==> src/sv/range_sum_segment_tree_defines.svh <==
// assertion macros for the range sum segment tree
// used by the top level only, no dependencies
`ifndef RANGE_SUM_SEGMENT_TREE_DEFINES_SVH
`define RANGE_SUM_SEGMENT_TREE_DEFINES_SVH

// same-cycle implication, checked outside reset
`define RSST_ASSERT_SAME(label, clk, rst_n, ante, cons) \
	label: assert property (@(posedge clk) disable iff (!rst_n) (ante) |-> (cons)) \
		else $error("rsst check failed");

// next-cycle implication, checked outside reset
`define RSST_ASSERT_NEXT(label, clk, rst_n, ante, cons) \
	label: assert property (@(posedge clk) disable iff (!rst_n) (ante) |=> (cons)) \
		else $error("rsst check failed");

`endif

==> src/sv/rsst_pkg.sv <==
// shared constants, types and state codes for the range sum segment tree
// no dependencies
package rsst_pkg;

	localparam int LEAVES     = 1024;
	localparam int NODE_COUNT = 2 * LEAVES;
	localparam int LEVELS     = $clog2(LEAVES);
	localparam int NODE_W     = LEVELS + 1;
	localparam int PTR_W      = NODE_W + 1;
	localparam int POS_W      = 10;
	localparam int VAL_W      = 32;
	localparam int SUM_W      = 42;
	localparam int IDX_W      = (POS_W > PTR_W) ? POS_W : PTR_W;

	localparam logic OP_UPDATE = 1'b0;
	localparam logic OP_QUERY  = 1'b1;

	typedef enum logic [2:0] {
		ST_CLEAR,
		ST_IDLE,
		ST_UPD_LEAF,
		ST_UPD_SUM,
		ST_UPD_RD,
		ST_QUERY
	} state_t;

	typedef struct packed {
		logic              we;
		logic [NODE_W-1:0] waddr;
		logic [SUM_W-1:0]  wdata;
		logic              re;
		logic [NODE_W-1:0] raddr;
	} mem_req_t;

endpackage

==> src/sv/rsst_walker.sv <==
// sequencer for clearing, leaf update with ancestor rebuild, and range query
// depends on rsst_pkg; drives the node store through a mem_req_t
module rsst_walker (
	input  logic                              clk,
	input  logic                              arst_n,
	input  logic                              start,
	output logic                              busy,
	input  logic                              operation,
	input  logic [rsst_pkg::POS_W-1:0]        position,
	input  logic [rsst_pkg::VAL_W-1:0]        new_value,
	input  logic [rsst_pkg::POS_W-1:0]        range_left,
	input  logic [rsst_pkg::POS_W-1:0]        range_right,
	output logic                              done,
	output logic [rsst_pkg::SUM_W-1:0]        range_sum,
	output rsst_pkg::mem_req_t                mem_req,
	input  logic [rsst_pkg::SUM_W-1:0]        mem_rdata
);

	localparam int NODE_W = rsst_pkg::NODE_W;
	localparam int PTR_W  = rsst_pkg::PTR_W;
	localparam int IDX_W  = rsst_pkg::IDX_W;
	localparam int SUM_W  = rsst_pkg::SUM_W;

	rsst_pkg::state_t state_q, state_d;
	logic [NODE_W-1:0] clr_q, clr_d;
	logic [NODE_W-1:0] k_q, k_d;
	logic [PTR_W-1:0]  lo_q, lo_d, hi_q, hi_d;
	logic [SUM_W-1:0]  cur_q, cur_d, acc_q, acc_d;
	logic              pend_s1, pend_d;
	logic              done_q, done_d;
	logic [SUM_W-1:0]  sum_q, sum_d;

	logic [IDX_W-1:0]  right_sat;
	logic [IDX_W-1:0]  left_ext;
	logic [SUM_W-1:0]  acc_now;
	logic [NODE_W-1:0] parent;
	logic [PTR_W-1:0]  hi_dec;

	always_comb begin
		left_ext = IDX_W'(range_left);
		if (IDX_W'(range_right) >= IDX_W'(rsst_pkg::LEAVES)) begin
			right_sat = IDX_W'(rsst_pkg::LEAVES - 1);
		end else begin
			right_sat = IDX_W'(range_right);
		end
		acc_now = pend_s1 ? (acc_q + mem_rdata) : acc_q;
		parent  = k_q >> 1;
		hi_dec  = hi_q - PTR_W'(1);
	end

	always_comb begin
		state_d = state_q;
		clr_d   = clr_q;
		k_d     = k_q;
		lo_d    = lo_q;
		hi_d    = hi_q;
		cur_d   = cur_q;
		acc_d   = acc_q;
		pend_d  = 1'b0;
		done_d  = 1'b0;
		sum_d   = sum_q;
		mem_req = '0;
		unique case (state_q)
			rsst_pkg::ST_CLEAR: begin
				mem_req.we    = 1'b1;
				mem_req.waddr = clr_q;
				clr_d         = clr_q + NODE_W'(1);
				if (clr_q == NODE_W'(rsst_pkg::NODE_COUNT - 1)) begin
					state_d = rsst_pkg::ST_IDLE;
				end
			end
			rsst_pkg::ST_IDLE: begin
				if (start) begin
					if (operation == rsst_pkg::OP_UPDATE) begin
						if (IDX_W'(position) < IDX_W'(rsst_pkg::LEAVES)) begin
							k_d     = NODE_W'(IDX_W'(position) + IDX_W'(rsst_pkg::LEAVES));
							cur_d   = SUM_W'(new_value);
							state_d = rsst_pkg::ST_UPD_LEAF;
						end
					end else begin
						acc_d   = '0;
						state_d = rsst_pkg::ST_QUERY;
						if (left_ext > right_sat) begin
							lo_d = '0;
							hi_d = '0;
						end else begin
							lo_d = PTR_W'(left_ext + IDX_W'(rsst_pkg::LEAVES));
							hi_d = PTR_W'(right_sat + IDX_W'(rsst_pkg::LEAVES + 1));
						end
					end
				end
			end
			rsst_pkg::ST_UPD_LEAF: begin
				mem_req.we    = 1'b1;
				mem_req.waddr = k_q;
				mem_req.wdata = cur_q;
				mem_req.re    = 1'b1;
				mem_req.raddr = k_q ^ NODE_W'(1);
				state_d       = rsst_pkg::ST_UPD_SUM;
			end
			rsst_pkg::ST_UPD_SUM: begin
				mem_req.we    = 1'b1;
				mem_req.waddr = parent;
				mem_req.wdata = cur_q + mem_rdata;
				cur_d         = cur_q + mem_rdata;
				k_d           = parent;
				if (parent == NODE_W'(1)) begin
					state_d = rsst_pkg::ST_IDLE;
				end else begin
					state_d = rsst_pkg::ST_UPD_RD;
				end
			end
			rsst_pkg::ST_UPD_RD: begin
				mem_req.re    = 1'b1;
				mem_req.raddr = k_q ^ NODE_W'(1);
				state_d       = rsst_pkg::ST_UPD_SUM;
			end
			rsst_pkg::ST_QUERY: begin
				acc_d = acc_now;
				if (lo_q >= hi_q) begin
					done_d  = 1'b1;
					sum_d   = acc_now;
					state_d = rsst_pkg::ST_IDLE;
				end else if (lo_q[0]) begin
					mem_req.re    = 1'b1;
					mem_req.raddr = lo_q[NODE_W-1:0];
					pend_d        = 1'b1;
					lo_d          = lo_q + PTR_W'(1);
				end else if (hi_q[0]) begin
					mem_req.re    = 1'b1;
					mem_req.raddr = hi_dec[NODE_W-1:0];
					pend_d        = 1'b1;
					lo_d          = lo_q >> 1;
					hi_d          = hi_dec >> 1;
				end else begin
					lo_d = lo_q >> 1;
					hi_d = hi_q >> 1;
				end
			end
			default: begin
				state_d = rsst_pkg::ST_IDLE;
			end
		endcase
	end

	always_ff @(posedge clk or negedge arst_n) begin
		if (!arst_n) begin
			state_q <= rsst_pkg::ST_CLEAR;
			clr_q   <= '0;
			pend_s1 <= 1'b0;
			done_q  <= 1'b0;
		end else begin
			state_q <= state_d;
			clr_q   <= clr_d;
			pend_s1 <= pend_d;
			done_q  <= done_d;
		end
	end

	always_ff @(posedge clk) begin
		k_q   <= k_d;
		lo_q  <= lo_d;
		hi_q  <= hi_d;
		cur_q <= cur_d;
		acc_q <= acc_d;
		sum_q <= sum_d;
	end

	assign busy      = (state_q != rsst_pkg::ST_IDLE);
	assign done      = done_q;
	assign range_sum = sum_q;

endmodule

==> config.mk <==
export PLATFORM = sky130hd
export DESIGN_NAME = rsst_walker
export DESIGN_NICKNAME = d
export VERILOG_FILES = /design/src/sv/range_sum_segment_tree_defines.svh /design/src/sv/rsst_pkg.sv /design/src/sv/rsst_walker.sv
export SDC_FILE = /design/constraint.sdc
export NUM_CORES = 1
export LEC_CHECK = 0
export BUFFER_PORTS_ARGS = -buffer_cell sky130_fd_sc_hd__buf_2
export CORE_ASPECT_RATIO = 0.6
export CORE_UTILIZATION = 40
export DETAILED_ROUTE_END_ITERATION = 8
export PLACE_DENSITY = 0.63
export SETUP_SLACK_MARGIN = 0.15
export SKIP_LAST_GASP = 1
export SLEW_MARGIN = 10
export SYNTH_ARGS = -nofsm -noshare
export SYNTH_HDL_FRONTEND = slang
export SYNTH_SLANG_ARGS = --single-unit
==> constraint.sdc <==
create_clock -name clk -period 9.09 [get_ports clk]
set_input_delay 0 -clock clk [delete_from_list [all_inputs] [get_ports clk]]
set_output_delay 0 -clock clk [all_outputs]
set_load 0.02 [all_outputs]
==> flow_metrics.tcl <==
set metrics [dict create \
    run_status "finished, final reports clean" \
    worst_ep_required_time_ns 9.18 \
    leakage_power_total_nw 7.21 \
    yosysWarnings 0 \
    drt_iter0_markers 1160 \
    synth_edf_count 161 \
    critPathLaunchType "flip-flop" \
    placementRows 52 \
    post-synth-top-area-fraction_pct 35.2 \
    tritoncts.num_buffers 17 \
    timing.final.setup_violations 0 \
    clock_tree.htree_level_count 4 \
    clock_tree.root_cell "sky130_fd_sc_hd__clkbuf_16" \
    start_util_pct 40.7 \
    drc 0 \
    async_flop_share_pct 9.04 \
    cts_setup_buffers 0 \
    drt_first_pass_iters 5 \
    synth_top_family_by_area "compound AO/OA/AOI/OAI gates" \
    tritoncts "built" \
    first_pass_grt_wire_length_um 67100 \
    avgSynthCellArea_um2 8.94 \
    setup_total_negative_slack_ns 0 \
    unrepaired_setup_endpoints_after_global_routing "false" \
    max_cap_violations 0 \
    drt.antenna.violating_nets 0 \
    power_density_nw_per_um2 273 \
    gp_routability_congestion 0.906 \
    postSynthCellCount 1536 \
    cts-hold-fix-buffers 61 \
    synthFlopType "sky130_fd_sc_hd__edfxtp_1" \
    ys_ff_latch 177 \
    synth_largest_area_cell "sky130_fd_sc_hd__edfxtp_1" \
    clock_sink_count 177 \
    clk_pin_slew_ns 0.08 \
    critPathKind "flip-flop to flip-flop" \
    min_path_type "input pin to flip-flop" \
    xor_and_xnor_area_share_after_synthesis_pct 5.42 \
    area_growth_pct 19.1 \
    number_of_global_route_vias_before_repair 11600 \
    synth.most_common_cell "sky130_fd_sc_hd__nand2_1" \
    grt-ovfl-total 0 \
    total_power_mw 4.47 \
    diodes 0 \
    slew_headroom_pct 24.7 \
    tightestPinTransition_ns 1.13 \
    die-height_um 146 \
    cts_resized 0 \
    num-fill-cells 3238 \
    worst_setup_path_end_kind "flip-flop" \
    route.detailed.wl_per_inst_um 19.4 \
    final_min_period_over_clock_period_pct 43.4 \
    worst_ir_drop_vdd_uv 159 \
    ys_seq_area_share_pct 38.1 \
    synth_mux_area_share_pct 3.18 \
    syn_nets 1753 \
    area_fraction_in_and_or_nand_and_nor_cells_after_synthesis_pct 19.9 \
    synth-adder-area-share_pct 10.0 \
    final_nets 1994 \
    coreArea_um2 33800 \
    track_usage_pct 25.0 \
    die_area_um2 35100 \
    vias 12700 \
    finalHoldViolations 0 \
    port_buffers 217 \
    clock_skew_ns 0.0125 \
    top_level_ports 218 \
    fraction_of_layout_cells_with_a_size_suffix_above_1_pct 17.0 \
    clock_path_buffers 2 \
    dp_hpwl_um 33000 \
    postRouteWirelength_um 43700 \
    synth_top_cells_by_area "sky130_fd_sc_hd__edfxtp_1, sky130_fd_sc_hd__ha_1, sky130_fd_sc_hd__nand2_1" \
    die_w_um 241 \
    netlist-cell-type-count 77 \
    clock.fmax_ghz 0.253 \
    clk_latency_ns 0.46 \
    finalWorstPathRequiredPeriod_ns 3.95 \
    grt_max_degree 58 \
    arrival_ns 4.04 \
    number_of_antenna_violations_at_the_first_check_in_global_routing 0 \
    critical_path_peak_fanout 26 \
    final_max_slew_viol_count 0 \
    synth-compound-area-share_pct 20.1 \
    ys_top_cells_by_count "sky130_fd_sc_hd__nand2_1, sky130_fd_sc_hd__edfxtp_1, sky130_fd_sc_hd__a21oi_1, sky130_fd_sc_hd__ha_1, sky130_fd_sc_hd__nor2_1" \
    synth.cell_area_um2 13700 \
    viasPerCell 5.65 \
]
==> state kept, by name, summed over array words and instances (netlist names) <==
register / flops
pend_s1: 1
k_q: 11
hi_q: 12
lo_q: 12
clr_q: 11
cur_q: 42
state_q: 3
acc_q: 42
range_sum: 42
done: 1
==> final timing paths <==
check / start / slack, ns / endpoint / depth (start not counted)
max: lo_q[0] / 5.14 / hi_q[4] / 11
min: range_right[4] / 0.03 / hi_q[4] / 4
max reg2reg: lo_q[0] / 5.14 / hi_q[4] / 11
min reg2reg: clr_q[7] / 0.51 / clr_q[7] / 1
max in group asynchronous: arst_n / 7.82 / pend_s1 / 3
min in group asynchronous: arst_n / 0.73 / state_q[2] / 3
==> worst max-delay path, cell delays in order (launching register included) <==
cell	delay, ns
sky130_fd_sc_hd__edfxtp_1	0.85
sky130_fd_sc_hd__inv_1	0.47
sky130_fd_sc_hd__ha_1	0.42
sky130_fd_sc_hd__a21boi_0	0.08
sky130_fd_sc_hd__o21a_1	0.18
sky130_fd_sc_hd__o21a_1	0.16
sky130_fd_sc_hd__o2111ai_1	0.18
sky130_fd_sc_hd__a21oi_1	0.10
sky130_fd_sc_hd__nand2b_1	0.18
sky130_fd_sc_hd__a21boi_0	0.18
sky130_fd_sc_hd__buf_4	0.25
sky130_fd_sc_hd__and2_1	0.51
==> per-stage QoR <==
stage | setup WS [ns] | hold slack (ns) | utilization (%) | instances | cell area [um2]
after floorplan | 4.35 | -0.296 | - | 1536 | 13700
after global placement | 5.26 | -0.0633 | 45.1 | 2156 | 15200
after detailed placement | 5.18 | -0.0636 | 45.1 | 2156 | 15200
after CTS | 5.15 | 0.0111 | 48.4 | 2249 | 16400
after global routing | 4.81 | 0.0472 | 48.4 | 2249 | 16400
final | 5.14 | 0.0348 | 48.4 | 2249 | 16400
==> per-layer routing <==
layer	wire (um)	global-route usage (%)	up-vias
met3	3940	6.41	31
met2	16600	32.3	495
met1	22800	41.1	6048
met4	381	3.73	0
met5	0	0	-
li1	-	-	6125
==> power by group <==
group	leakage [nW]	switching [mW]	internal (mW)	total, mW
registers	1.72	0.208	1.23	1.44
clock network	0.249	0.340	0.347	0.687
logic	5.23	1.49	0.858	2.34
==> cell families after synthesis <==
| kind of cell | Yosys count |
|---|---|
| muxes | 40 |
| xor gates and xnor gates | 85 |
| DFF | 177 |
| buffers and inverters | 113 |
| and+or+nand+nor | 592 |
| adders and majority gates | 109 |
| AOI/OAI and AO/OA | 420 |
==> final cells by class <==
type	instances	area [um2]	share of cell area (%)
tap	459	574	3.51
inverter	47	176	1.08
sequential	177	5240	32.0
multi-input combinational	1246	8080	49.4
clock inverter	14	88.8	0.543
clock buffer	18	429	2.62
timing repair buffer	288	1770	10.8
==> cells in the final DEF (no fill, tap or decap), types with 42 or more instances in the layout <==
cell type,n
sky130_fd_sc_hd__ha_1,107
sky130_fd_sc_hd__a21oi_1,107
sky130_fd_sc_hd__dlygate4sd3_1,61
sky130_fd_sc_hd__buf_2,217
sky130_fd_sc_hd__nand2_1,275
sky130_fd_sc_hd__edfxtp_1,161
sky130_fd_sc_hd__nor2_1,101
sky130_fd_sc_hd__nand3_1,42
sky130_fd_sc_hd__inv_1,45
sky130_fd_sc_hd__o21ai_0,72
sky130_fd_sc_hd__xnor2_1,47
sky130_fd_sc_hd__a21o_1,66
Power figures use the tool's default switching activity.
